### src/svf_pkg.sv
// Shared constants and control types for the state-variable filter.
// No dependencies; compile first.
package svf_pkg;

  // Default data format: signed samples with fraction bits.
  localparam int DATA_WIDTH_DEF = 32;
  localparam int FRAC_BITS_DEF  = 15;

  // Coefficient register widths, fixed by the register map.
  localparam int FREQ_W = 17;
  localparam int DAMP_W = 31;
  localparam int CFG_W  = 31;
  localparam int CFG_ADDR_W = 1;

  // Register indexes.
  localparam logic [CFG_ADDR_W-1:0] REG_FREQ = 1'b0;
  localparam logic [CFG_ADDR_W-1:0] REG_DAMP = 1'b1;

  // Reset values of the coefficients (damping of 1.0 in Q15).
  localparam logic [FREQ_W-1:0] FREQ_RESET = '0;
  localparam logic [DAMP_W-1:0] DAMP_RESET = DAMP_W'(32768);

  // Control of the shared multiplier for one step.
  typedef struct packed {
    logic hi_sel;   // multiply the upper half of the data operand
    logic load_lo;  // load the registered low partial product into the accumulator
    logic add_hi;   // add the registered high partial product, shifted
  } mul_ctrl_t;

endpackage

### src/svf_if.sv
// Valid/ready channels for the state-variable filter: sample in, results out.
// Depends on nothing; compile after svf_pkg.
interface svf_in_if #(
  parameter int DATA_WIDTH = 32
);
  logic                         valid;
  logic                         ready;
  logic signed [DATA_WIDTH-1:0] sample_in;

  modport source (output valid, output sample_in, input ready);
  modport sink   (input valid, input sample_in, output ready);
endinterface

interface svf_out_if #(
  parameter int DATA_WIDTH = 32
);
  logic                         valid;
  logic                         ready;
  logic signed [DATA_WIDTH-1:0] highpass_out;
  logic signed [DATA_WIDTH-1:0] bandpass_out;
  logic signed [DATA_WIDTH-1:0] lowpass_out;

  modport source (output valid, output highpass_out, output bandpass_out,
                  output lowpass_out, input ready);
  modport sink   (input valid, input highpass_out, input bandpass_out,
                  input lowpass_out, output ready);
endinterface

### src/state_variable_filter_q15_top.sv
// Top level of the Chamberlin state-variable filter.
// Depends on svf_pkg, svf_if (channels) and svf_mul (shared multiplier).
//
// Each accepted sample item gives one result item with the highpass, bandpass
// and lowpass outputs of a Chamberlin state-variable filter in signed fixed
// point (FRAC_BITS fraction bits): high = x - low_prev - Q1*band_prev,
// band = F1*high + band_prev, low = F1*band + low_prev. Products are floored
// after the fraction shift and every sum and product saturates to the data
// range. F1 (freq_coeff, index 0) and Q1 (damping_coeff, index 1) are written
// through the config port; the user must write them only while the filter is
// idle, as the block itself does not enforce this. Reset sets them to 0 and
// 1.0 and clears the filter state. The three multiplies run one after another
// on a single shared multiplier that builds each product from two half-width
// partial products: each multiply runs a low, a high and an accumulate step,
// and each is followed by an add step that forms high, band or low in turn
// (the x - low_prev difference rides along with the first multiply). A new
// sample is taken only once the result is loaded; a result still waiting
// when the next one is ready holds the sequencer in its last step. The result
// sits in an output register, so a new sample is accepted while the previous
// result still waits to be taken.
module state_variable_filter_q15_top #(
  parameter int DATA_WIDTH = svf_pkg::DATA_WIDTH_DEF,
  parameter int FRAC_BITS  = svf_pkg::FRAC_BITS_DEF
) (
  input  logic                             clk,
  input  logic                             rst,
  svf_in_if.sink                           in_ch,
  svf_out_if.source                        out_ch,
  input  logic                             cfg_we,
  input  logic [svf_pkg::CFG_ADDR_W-1:0]   cfg_index,
  input  logic [svf_pkg::CFG_W-1:0]        cfg_data
);

  typedef enum logic [2:0] {
    S_IDLE,
    S_MUL_DAMP,
    S_HIGH,
    S_MUL_BAND,
    S_BAND,
    S_MUL_LOW,
    S_LOW
  } state_t;

  // Steps of one multiply on the shared unit.
  typedef enum logic [1:0] {
    STEP_LO,
    STEP_HI,
    STEP_ACC
  } step_t;

  state_t state;
  step_t  step;

  logic [svf_pkg::FREQ_W-1:0] freq_coeff;
  logic [svf_pkg::DAMP_W-1:0] damping_coeff;

  logic signed [DATA_WIDTH-1:0] x_reg;
  logic signed [DATA_WIDTH-1:0] diff;
  logic signed [DATA_WIDTH-1:0] high;
  logic signed [DATA_WIDTH-1:0] band;
  logic signed [DATA_WIDTH-1:0] band_prev;
  logic signed [DATA_WIDTH-1:0] low_prev;
  logic signed [DATA_WIDTH-1:0] high_out;
  logic signed [DATA_WIDTH-1:0] band_out;
  logic signed [DATA_WIDTH-1:0] low_out;
  logic                         out_valid;

  svf_pkg::mul_ctrl_t           mul_ctrl;
  logic signed [DATA_WIDTH-1:0] mul_data;
  logic [svf_pkg::CFG_W-1:0]    mul_coeff;
  logic signed [DATA_WIDTH-1:0] mul_result;

  logic signed [DATA_WIDTH-1:0] diff_next;
  logic signed [DATA_WIDTH-1:0] high_next;
  logic signed [DATA_WIDTH-1:0] band_next;
  logic signed [DATA_WIDTH-1:0] low_next;
  logic                         in_take;
  logic                         out_take;
  logic                         out_free;
  logic                         mul_busy;

  // Clamp a one-bit-grown sum back to the data range.
  function automatic logic signed [DATA_WIDTH-1:0] sat_sum(
    input logic signed [DATA_WIDTH:0] v
  );
    if (v[DATA_WIDTH] != v[DATA_WIDTH-1]) begin
      return $signed({v[DATA_WIDTH], {(DATA_WIDTH-1){~v[DATA_WIDTH]}}});
    end
    return v[DATA_WIDTH-1:0];
  endfunction

  assign in_ch.ready         = (state == S_IDLE);
  assign in_take             = in_ch.valid && in_ch.ready;
  assign out_ch.valid        = out_valid;
  assign out_ch.highpass_out = high_out;
  assign out_ch.bandpass_out = band_out;
  assign out_ch.lowpass_out  = low_out;
  assign out_take            = out_valid && out_ch.ready;
  // The output register may be reloaded when empty or emptied this cycle.
  assign out_free            = !out_valid || out_ch.ready;

  // Adders: each one grows by a bit, then saturates.
  assign diff_next = sat_sum({x_reg[DATA_WIDTH-1], x_reg}
                             - {low_prev[DATA_WIDTH-1], low_prev});
  assign high_next = sat_sum({diff[DATA_WIDTH-1], diff}
                             - {mul_result[DATA_WIDTH-1], mul_result});
  assign band_next = sat_sum({mul_result[DATA_WIDTH-1], mul_result}
                             + {band_prev[DATA_WIDTH-1], band_prev});
  assign low_next  = sat_sum({mul_result[DATA_WIDTH-1], mul_result}
                             + {low_prev[DATA_WIDTH-1], low_prev});

  // Steer the shared multiplier: Q1*band_prev, then F1*high, then F1*band.
  always_comb begin
    mul_busy = (state == S_MUL_DAMP) || (state == S_MUL_BAND)
               || (state == S_MUL_LOW);
    case (state)
      S_MUL_DAMP: begin
        mul_data  = band_prev;
        mul_coeff = damping_coeff;
      end
      S_MUL_BAND: begin
        mul_data  = high;
        mul_coeff = svf_pkg::CFG_W'(freq_coeff);
      end
      default: begin
        mul_data  = band;
        mul_coeff = svf_pkg::CFG_W'(freq_coeff);
      end
    endcase
    mul_ctrl.hi_sel  = mul_busy && (step == STEP_HI);
    mul_ctrl.load_lo = mul_busy && (step == STEP_HI);
    mul_ctrl.add_hi  = mul_busy && (step == STEP_ACC);
  end

  svf_mul #(
    .DATA_WIDTH (DATA_WIDTH),
    .FRAC_BITS  (FRAC_BITS)
  ) u_mul (
    .clk    (clk),
    .ctrl   (mul_ctrl),
    .data   (mul_data),
    .coeff  (mul_coeff),
    .result (mul_result)
  );

  // Coefficient registers.
  always_ff @(posedge clk) begin
    if (rst) begin
      freq_coeff    <= svf_pkg::FREQ_RESET;
      damping_coeff <= svf_pkg::DAMP_RESET;
    end else if (cfg_we) begin
      case (cfg_index)
        svf_pkg::REG_FREQ: freq_coeff    <= cfg_data[svf_pkg::FREQ_W-1:0];
        svf_pkg::REG_DAMP: damping_coeff <= cfg_data[svf_pkg::DAMP_W-1:0];
        default: ;
      endcase
    end
  end

  // Sequencer, filter state and output register.
  always_ff @(posedge clk) begin
    if (rst) begin
      state     <= S_IDLE;
      step      <= STEP_LO;
      band_prev <= '0;
      low_prev  <= '0;
      out_valid <= 1'b0;
    end else begin
      // Load a new result, or drop valid once the waiting one is taken.
      if (state == S_LOW && out_free) begin
        out_valid <= 1'b1;
      end else if (out_take) begin
        out_valid <= 1'b0;
      end
      case (state)
        S_IDLE: begin
          if (in_take) begin
            x_reg <= in_ch.sample_in;
            step  <= STEP_LO;
            state <= S_MUL_DAMP;
          end
        end
        S_MUL_DAMP, S_MUL_BAND, S_MUL_LOW: begin
          // The x - low_prev difference rides along with the first multiply.
          if (state == S_MUL_DAMP && step == STEP_LO) begin
            diff <= diff_next;
          end
          case (step)
            STEP_LO: step <= STEP_HI;
            STEP_HI: step <= STEP_ACC;
            default: begin
              step <= STEP_LO;
              case (state)
                S_MUL_DAMP: state <= S_HIGH;
                S_MUL_BAND: state <= S_BAND;
                default:    state <= S_LOW;
              endcase
            end
          endcase
        end
        S_HIGH: begin
          high  <= high_next;
          state <= S_MUL_BAND;
        end
        S_BAND: begin
          band  <= band_next;
          state <= S_MUL_LOW;
        end
        S_LOW: begin
          // Hold here until the previous result has been taken.
          if (out_free) begin
            high_out  <= high;
            band_out  <= band;
            low_out   <= low_next;
            band_prev <= band;
            low_prev  <= low_next;
            state     <= S_IDLE;
          end
        end
        default: begin
          state <= S_IDLE;
        end
      endcase
    end
  end

endmodule

### src/svf_mul.sv
// Shared coefficient multiplier: two half-width partial products, accumulated,
// then scaled by the fraction bits with saturation. Depends on svf_pkg.
module svf_mul #(
  parameter int DATA_WIDTH = svf_pkg::DATA_WIDTH_DEF,
  parameter int FRAC_BITS  = svf_pkg::FRAC_BITS_DEF
) (
  input  logic                         clk,
  input  svf_pkg::mul_ctrl_t           ctrl,
  input  logic signed [DATA_WIDTH-1:0] data,
  input  logic [svf_pkg::CFG_W-1:0]    coeff,
  output logic signed [DATA_WIDTH-1:0] result
);

  localparam int LO_W = DATA_WIDTH / 2;
  localparam int HI_W = DATA_WIDTH - LO_W;
  localparam int MA_W = HI_W + 1;
  localparam int MB_W = svf_pkg::CFG_W + 1;
  localparam int PP_W = MA_W + MB_W;
  localparam int PW   = DATA_WIDTH + MB_W;
  localparam int TOP_W = PW - DATA_WIDTH + 1;

  logic signed [MA_W-1:0] op_a;
  logic signed [MB_W-1:0] op_b;
  logic signed [PP_W-1:0] pp;
  logic signed [PP_W-1:0] pp_reg;
  logic signed [PW-1:0]   pp_ext;
  logic signed [PW-1:0]   acc;
  logic signed [PW-1:0]   scaled;
  logic [TOP_W-1:0]       top_bits;

  always_comb begin
    if (ctrl.hi_sel) begin
      op_a = $signed({data[DATA_WIDTH-1], data[DATA_WIDTH-1:LO_W]});
    end else begin
      op_a = $signed({{(MA_W-LO_W){1'b0}}, data[LO_W-1:0]});
    end
    op_b = $signed({1'b0, coeff});
    pp   = op_a * op_b;
  end

  assign pp_ext = PW'(pp_reg);

  always_ff @(posedge clk) begin
    pp_reg <= pp;
    if (ctrl.load_lo) begin
      acc <= pp_ext;
    end else if (ctrl.add_hi) begin
      acc <= acc + (pp_ext <<< LO_W);
    end
  end

  // Arithmetic shift floors; clamp to the data range.
  always_comb begin
    scaled   = acc >>> FRAC_BITS;
    top_bits = scaled[PW-1:DATA_WIDTH-1];
    if ((&top_bits) || !(|top_bits)) begin
      result = scaled[DATA_WIDTH-1:0];
    end else if (top_bits[TOP_W-1]) begin
      result = $signed({1'b1, {(DATA_WIDTH-1){1'b0}}});
    end else begin
      result = $signed({1'b0, {(DATA_WIDTH-1){1'b1}}});
    end
  end

endmodule
### src/flat_wrapper.sv
// flat-port wrapper written by rule: the top's interface ports become plain ports
module state_variable_filter_q15_top_flat 
#(
  parameter int DATA_WIDTH = svf_pkg::DATA_WIDTH_DEF,
  parameter int FRAC_BITS  = svf_pkg::FRAC_BITS_DEF
)
  (clk, rst, cfg_we, cfg_index, cfg_data, in_ch_valid, in_ch_sample_in, in_ch_ready, out_ch_valid, out_ch_highpass_out, out_ch_bandpass_out, out_ch_lowpass_out, out_ch_ready);
  svf_in_if #(.DATA_WIDTH(DATA_WIDTH)) in_ch_i ();
  svf_out_if #(.DATA_WIDTH(DATA_WIDTH)) out_ch_i ();
  input  logic clk;
  input  logic rst;
  input  logic cfg_we;
  input  logic [svf_pkg::CFG_ADDR_W-1:0] cfg_index;
  input  logic [svf_pkg::CFG_W-1:0] cfg_data;
  input wire logic [$bits(in_ch_i.valid)-1:0] in_ch_valid;
  input wire logic [$bits(in_ch_i.sample_in)-1:0] in_ch_sample_in;
  output wire logic [$bits(in_ch_i.ready)-1:0] in_ch_ready;
  output wire logic [$bits(out_ch_i.valid)-1:0] out_ch_valid;
  output wire logic [$bits(out_ch_i.highpass_out)-1:0] out_ch_highpass_out;
  output wire logic [$bits(out_ch_i.bandpass_out)-1:0] out_ch_bandpass_out;
  output wire logic [$bits(out_ch_i.lowpass_out)-1:0] out_ch_lowpass_out;
  input wire logic [$bits(out_ch_i.ready)-1:0] out_ch_ready;
  assign in_ch_i.valid = in_ch_valid;
  assign in_ch_i.sample_in = in_ch_sample_in;
  assign in_ch_ready = in_ch_i.ready;
  assign out_ch_valid = out_ch_i.valid;
  assign out_ch_highpass_out = out_ch_i.highpass_out;
  assign out_ch_bandpass_out = out_ch_i.bandpass_out;
  assign out_ch_lowpass_out = out_ch_i.lowpass_out;
  assign out_ch_i.ready = out_ch_ready;
  state_variable_filter_q15_top #(.DATA_WIDTH(DATA_WIDTH), .FRAC_BITS(FRAC_BITS)) u_core (.clk(clk), .rst(rst), .in_ch(in_ch_i), .out_ch(out_ch_i), .cfg_we(cfg_we), .cfg_index(cfg_index), .cfg_data(cfg_data));
endmodule
### config.mk
export PLATFORM = sky130hd
export DESIGN_NAME = state_variable_filter_q15_top_flat
export DESIGN_NICKNAME = d
export VERILOG_FILES = /design/src/svf_pkg.sv /design/src/svf_if.sv /design/src/state_variable_filter_q15_top.sv /design/src/svf_mul.sv /design/src/flat_wrapper.sv
export SDC_FILE = /design/constraint.sdc
export NUM_CORES = 2
export LEC_CHECK = 0
export BUFFER_PORTS_ARGS = -buffer_cell sky130_fd_sc_hd__buf_2
export CORE_MARGIN = 10
export CORE_UTILIZATION = 56
export DETAILED_ROUTE_END_ITERATION = 6
export GPL_TIMING_DRIVEN = 0
export PLACE_DENSITY = 0.73
export SLEW_MARGIN = 20
export SYNTH_ARGS = -nofsm -noshare
export SYNTH_HDL_FRONTEND = slang
export SYNTH_HIERARCHICAL = 1
export SYNTH_SLANG_ARGS = --single-unit
### constraint.sdc
create_clock -name clk -period 11.3 [get_ports clk]
set_input_delay 1.695 -clock clk [delete_from_list [all_inputs] [get_ports clk]]
set_output_delay 1.695 -clock clk [all_outputs]
set_load 0.005 [all_outputs]
==> Yosys cells after proc, flatten, opt, wreduce, memory -nomap -nowiden <==
Index checks and enable logic that the tools add are counted.
{ "word_totals": {"ff_bits": 455, "out_inout_bits": 98, "word_cells": 103, "in_bits": 69} }
{ "classes": {"n_bitwise": 6, "mul": 1, "n_reduce_logical": 31, "add_sub_neg": 5, "eq_ne": 15, "n_mux": 29} }
{ "ops": {"columns": ["cell", "count"], "rows": [
  ["2-to-1 mux 32 bit", 10],
  ["2-to-1 mux 64 bit", 2],
  ["adder 32 x 32 -> 33 bit", 2],
  ["subtractor 32 x 32 -> 33 bit", 2],
  ["adder 64 bit", 1],
  ["case mux 32 bit (2 select lines)", 1],
  ["multiplier 17 x 32 -> 49 bit", 1],
  ["2-to-1 mux 31 bit", 1],
  ["AND reduction 18 bit", 1],
  ["OR reduction 18 bit", 1],
  ["2-to-1 mux 17 bit", 1],
  ["case mux 3 bit (5 select lines)", 1],
  ["AND reduction 2 bit", 6],
  ["AND reduction 3 bit", 4],
  ["equality test 3 bit (second input constant)", 3],
  ["2-to-1 mux 3 bit", 3],
  ["case mux 2 bit (2 select lines)", 2],
  ["equality test 3 x 2 -> 1 bit (second input constant)", 2],
  ["logical AND 1 bit", 6],
  ["2-to-1 mux 1 bit", 6],
  ["inverter 1 bit", 6],
  ["case mux 3 bit (2 select lines)", 1],
  ["nonzero test 2 bit", 3],
  ["logical OR 1 bit", 4],
  ["12 further kinds", 17]
]} }

==> Longest topological paths before layout <==
{ "logic_depth": {"word_depth": 8, "mapped_depth": 31, "ltp_nobuf": 28} }

==> By module <==
Netlist, hierarchy kept.
{ "modules_own_cells": {"columns": ["module", "area_per_inst_um2", "cells_each", "seq_area_each_um2", "instances"], "rows": [
  ["svf_mul", 23303.6, 2627, 2452.4, 1],
  ["state_variable_filter_q15_top", 19687.6, 2053, 9088.7, 1]
]} }

==> Worst setup path after synthesis <==
No wires, ideal clock.
{ "synth_path": {"path_kind": "register to register", "start": "register u_core.state[0]", "end": "register u_core.u_mul.pp_reg[40]", "path_slack_ns": 3.624, "arrival_ns": 7.553, "synth_period_minus_slack_ns": 7.676, "n_path_buf": 4, "setup_ns": 0.123, "required_ns": 11.177, "path_stages_with_launch": 29, "path_cell_list": "dfxtp_1 > clkbuf_1 > and4b_1 > clkbuf_1 > buf_1 > mux2_2 > clkbuf_1 > and2_1 > fa_1 > inv_1 > fa_1 > fa_1 > inv_1 > fa_1 > fa_1 > inv_1 > fa_1 > inv_1 > ha_1 > and2_1 > or2_1 > a21o_1 > a21oi_1 > o21ai_1 > a211o_1 > a221o_1 > a21boi_0 > o21ai_1 > xor2_1"} }
{ "synth_rtl": {"columns": ["element", "line", "rtl"], "rows": [
  ["start, declared", "state_variable_filter_q15_top.sv:51", "state_t state;"],
  ["start signal, assigned", "state_variable_filter_q15_top.sv:163", "state <= S_IDLE;"],
  ["start signal, assigned", "state_variable_filter_q15_top.sv:180", "state <= S_MUL_DAMP;"],
  ["start signal, assigned", "state_variable_filter_q15_top.sv:194", "S_MUL_DAMP: state <= S_HIGH;"],
  ["end signal, assigned", "svf_mul.sv:44", "pp_reg <= pp;"],
  ["end, declared", "svf_mul.sv:25", "logic signed [PP_W-1:0] pp_reg;"]
]} }

==> results.json <==
{
  "outcome": "finished clean",
  "period_share_pct": 90.0,
  "p_leak_nw": 21.3,
  "cp.arrival_ns": 10.65,
  "startpoint": "u_core/state[1]",
  "grtUsageTotal_pct": 29.5,
  "port_buffers": 166,
  "r2r_slack_ns": 1.13,
  "hold-path-endpoint": "u_core/damping_coeff[18]",
  "setup_tns_ns": 0,
  "die-area_um2": 88300,
  "power_density_nw_per_um2": 110,
  "hold_violations": 0,
  "seq_area_frac_synth_pct": 26.8,
  "drc": 0,
  "area_growth_pct": 9.41,
  "finalClockSkew_ns": 0.0404,
  "cts_setup_buffers": 0,
  "hold_start": "u_core/damping_coeff[18]",
  "cp_slowest_cell": "o21ai_1",
  "drt_first_pass_iters": 6,
  "worst_pin_slew_ns": 1.03,
  "start_util_pct": 56.5,
  "postCtsHoldBufs": 0,
  "synth_edf_count": 273,
  "avgViaCountPerCell": 5.84,
  "fill_cells": 6643,
  "cap_violations": 0,
  "ys.flop_type": "edfxtp_1",
  "critPathKind": "register to register",
  "gr-total-overflow": 0,
  "worstPathRequired_ns": 11.78,
  "fmax_mhz": 98.3,
  "r2r-end": "u_core/u_mul/pp_reg[47]",
  "clkTransAtPathRegs_ns": 0.06,
  "yosysUniqueCellTypes": 97,
  "drtAntennaViolNets": 0,
  "die_w_um": 297,
  "rsz0062_at_grt": "no",
  "nets": 5751,
  "switching_share_pct": 34.1,
  "cts-root-buf": "clkbuf_16",
  "rows": 101,
  "synth.net_count": 5519,
  "wl_per_cell_um": 22.2,
  "hpwl_um": 109000,
  "first_global_vias": 34799,
  "combinationalPowerShare_pct": 30.2,
  "htree_levels": 2,
  "fin_crit_ns": 10.17,
  "syn_inst": 4680,
  "die_h_um": 297,
  "relSlewSlack_pct": 31.1,
  "ir_drop_mv": 0.127,
  "synth-seq-cells": 440,
  "p_clk_share_pct": 33.0,
  "ios": 167,
  "cts.sinks": 440,
  "path_max_fanout": 10,
  "drive_gt1_share_pct": 7.49,
  "holdPathStages": 2,
  "setup.worst_path.start_class": "register",
  "max_stage_delay_ns": 0.70,
  "synth_warnings": 6,
  "reg2reg_depth": 29,
  "cts_tree": "done",
  "grt_max_degree": 49,
  "r2r_start": "u_core/state[1]",
  "dr_total_vias": 34958,
  "endpoint_kind": "register",
  "internal-power_mw": 3.41,
  "drtIter0Drc": 3524,
  "syn-cell-area_um2": 43000,
  "hp-class": "register to register",
  "cts-buffers-inserted": 48,
  "finalSetupViolations": 0,
  "p_switching_mw": 1.77,
  "antenna_found_initial": 5,
  "pwr-share-seq_pct": 36.8,
  "grt_pass1_wl_um": 204000,
  "place_congestion": 1.01,
  "cpMostUsedCell": "fa_1",
  "routed_wl_um": 133000,
  "fin_hold_ws_ns": 0.451,
  "synth_area_per_cell_um2": 9.19,
  "cts_buffer_depth": 3,
  "clk_latency_ns": 0.63,
  "cts_resized": 0,
  "fp.coreArea_um2": 76100,
  "async_flop_share_pct": 0,
  "slew_viol_final": 0
}
worst max path at each step:
stage / to / slack, ns / depth (start not counted)
floorplan: u_core/u_mul/pp_reg[40] / 3.62 / 28
global placement: u_core/u_mul/pp_reg[47] / 1.49 / 29
detailed placement: u_core/u_mul/pp_reg[47] / 1.44 / 28
CTS: u_core/u_mul/pp_reg[47] / 1.36 / 28
global route: u_core/u_mul/pp_reg[38] / 0.74 / 27
finish: u_core/u_mul/pp_reg[47] / 1.13 / 29
layout make-up:
cell class	instances	area, um2	area share (%)
tap	1030	1290	2.74
buffer	216	846	1.80
antenna	2	5.00	0.0106
sequential	440	11500	24.5
clock inverter	39	514	1.09
timing repair buffer	182	975	2.07
inverter	618	2320	4.93
multi-input combinational	3406	28300	60.2
clock buffer	51	1230	2.62
cell usage after synthesis, types with 7 or more instances:
cell        n  area share, %
nand2_1   658            5.7
inv_1     618            5.4
fa_1      439             20
ha_1      331            9.6
a21oi_1   323            3.8
edfxtp_1  273             19
o21ai_0   232            2.7
and2_1    223            3.2
clkbuf_1  191            1.7
nor2_1    172            1.5
dfxtp_1   167            7.8
a21o_1    152            2.7
xnor2_1   113            2.3
nor2b_1    84            1.2
xor2_1     82            1.7
nand4_1    43           0.63
nand3_1    37           0.43
mux2i_1    36           0.84
nand2b_1   35           0.51
mux2_2     33           0.86
a31oi_1    29           0.42
o21bai_1   28           0.49
a211oi_1   26           0.45
a311oi_1   26           0.53
nor3_1     26           0.30
and3_1     24           0.35
o211ai_1   18           0.31
o21a_1     17           0.30
buf_2      15           0.17
o31ai_1    13           0.23
or2_2      12           0.17
o21ai_1    11           0.13
a211o_1    10           0.20
or3_1      10           0.15
and4_1      9           0.18
nor4_1      9           0.13
a221oi_1    8           0.16
maj3_1      8           0.19
a21boi_0    7           0.12
a221o_1     7           0.16
buf_1       7          0.061
logic make-up (layout without fill, tap and decap cells):
group,count (synthesis),in the layout,synth area share [%]
AO/OA/AOI/OAI,989,989,14.6
XOR/XNOR,195,195,3.97
adder cells (fa/ha/maj),778,778,30.3
buffers and inverters,834,1106,7.36
flip-flops,440,440,26.8
multiplexers,69,69,1.70
other,0,2,0
AND/OR/NAND/NOR,1375,1375,15.3
metal layers:
metal  track usage [%]  up-vias  wire [um]
met4              12.9        4       6850
li1                  -    16069          -
met1              38.2    17036      53500
met5                 0        -         27
met3              5.46      316      11800
met2              47.9     1533      60900
metrics by stage:
step           utilization [%]  cells  worst slack [ns]  total power [mW]  cell area [um2]
3_5_place_dp              59.5   5892              1.44              3.46            45300
4_1_cts                   61.8   5982              1.36              5.18            47000
3_3_place_gp              59.3   5876              1.49              3.44            45100
2_1_floorplan                -   4680              3.62              3.00            43000
5_1_grt                   61.8   5983             0.739              5.43            47000
6_report                  61.8   5984              1.13              5.18            47000
power by group through the flow:
stage | registers, mW | clock network, mW | logic, mW
final | 1.90 | 1.71 | 1.57
after CTS | 1.90 | 1.74 | 1.54
after global routing | 1.91 | 1.79 | 1.73
after floorplan | 1.89 | 0 | 1.11
after global placement | 1.94 | 0 | 1.51
after detailed placement | 1.94 | 0 | 1.53
layout by cell type, fill, tap and decap left out, types with 28 or more instances in the layout:
master	Yosys	layout
a21o_1	152	152
a21oi_1	323	323
a31oi_1	29	29
and2_1	223	223
buf_2	15	188
clkbuf_1	191	192
clkbuf_16	0	48
dfxtp_1	167	167
edfxtp_1	273	273
fa_1	439	439
ha_1	331	331
inv_1	618	618
mux2_2	33	33
mux2i_1	36	36
nand2_1	658	658
nand2b_1	35	35
nand3_1	37	37
nand4_1	43	43
nor2_1	172	171
nor2b_1	84	84
o21ai_0	232	231
o21bai_1	28	28
xnor2_1	113	113
xor2_1	82	82
critical path: cells and delay by family (launching register included):
| family | cells | cell delay (ns) |
|---|---|---|
| DFF | 1 | 0.29 |
| AOI/OAI and AO/OA | 7 | 2.11 |
| and+or+nand+nor | 8 | 2.23 |
| adders and majority gates | 7 | 3.33 |
| buffers and inverters | 7 | 2.07 |
Power figures use the tool's default switching activity.
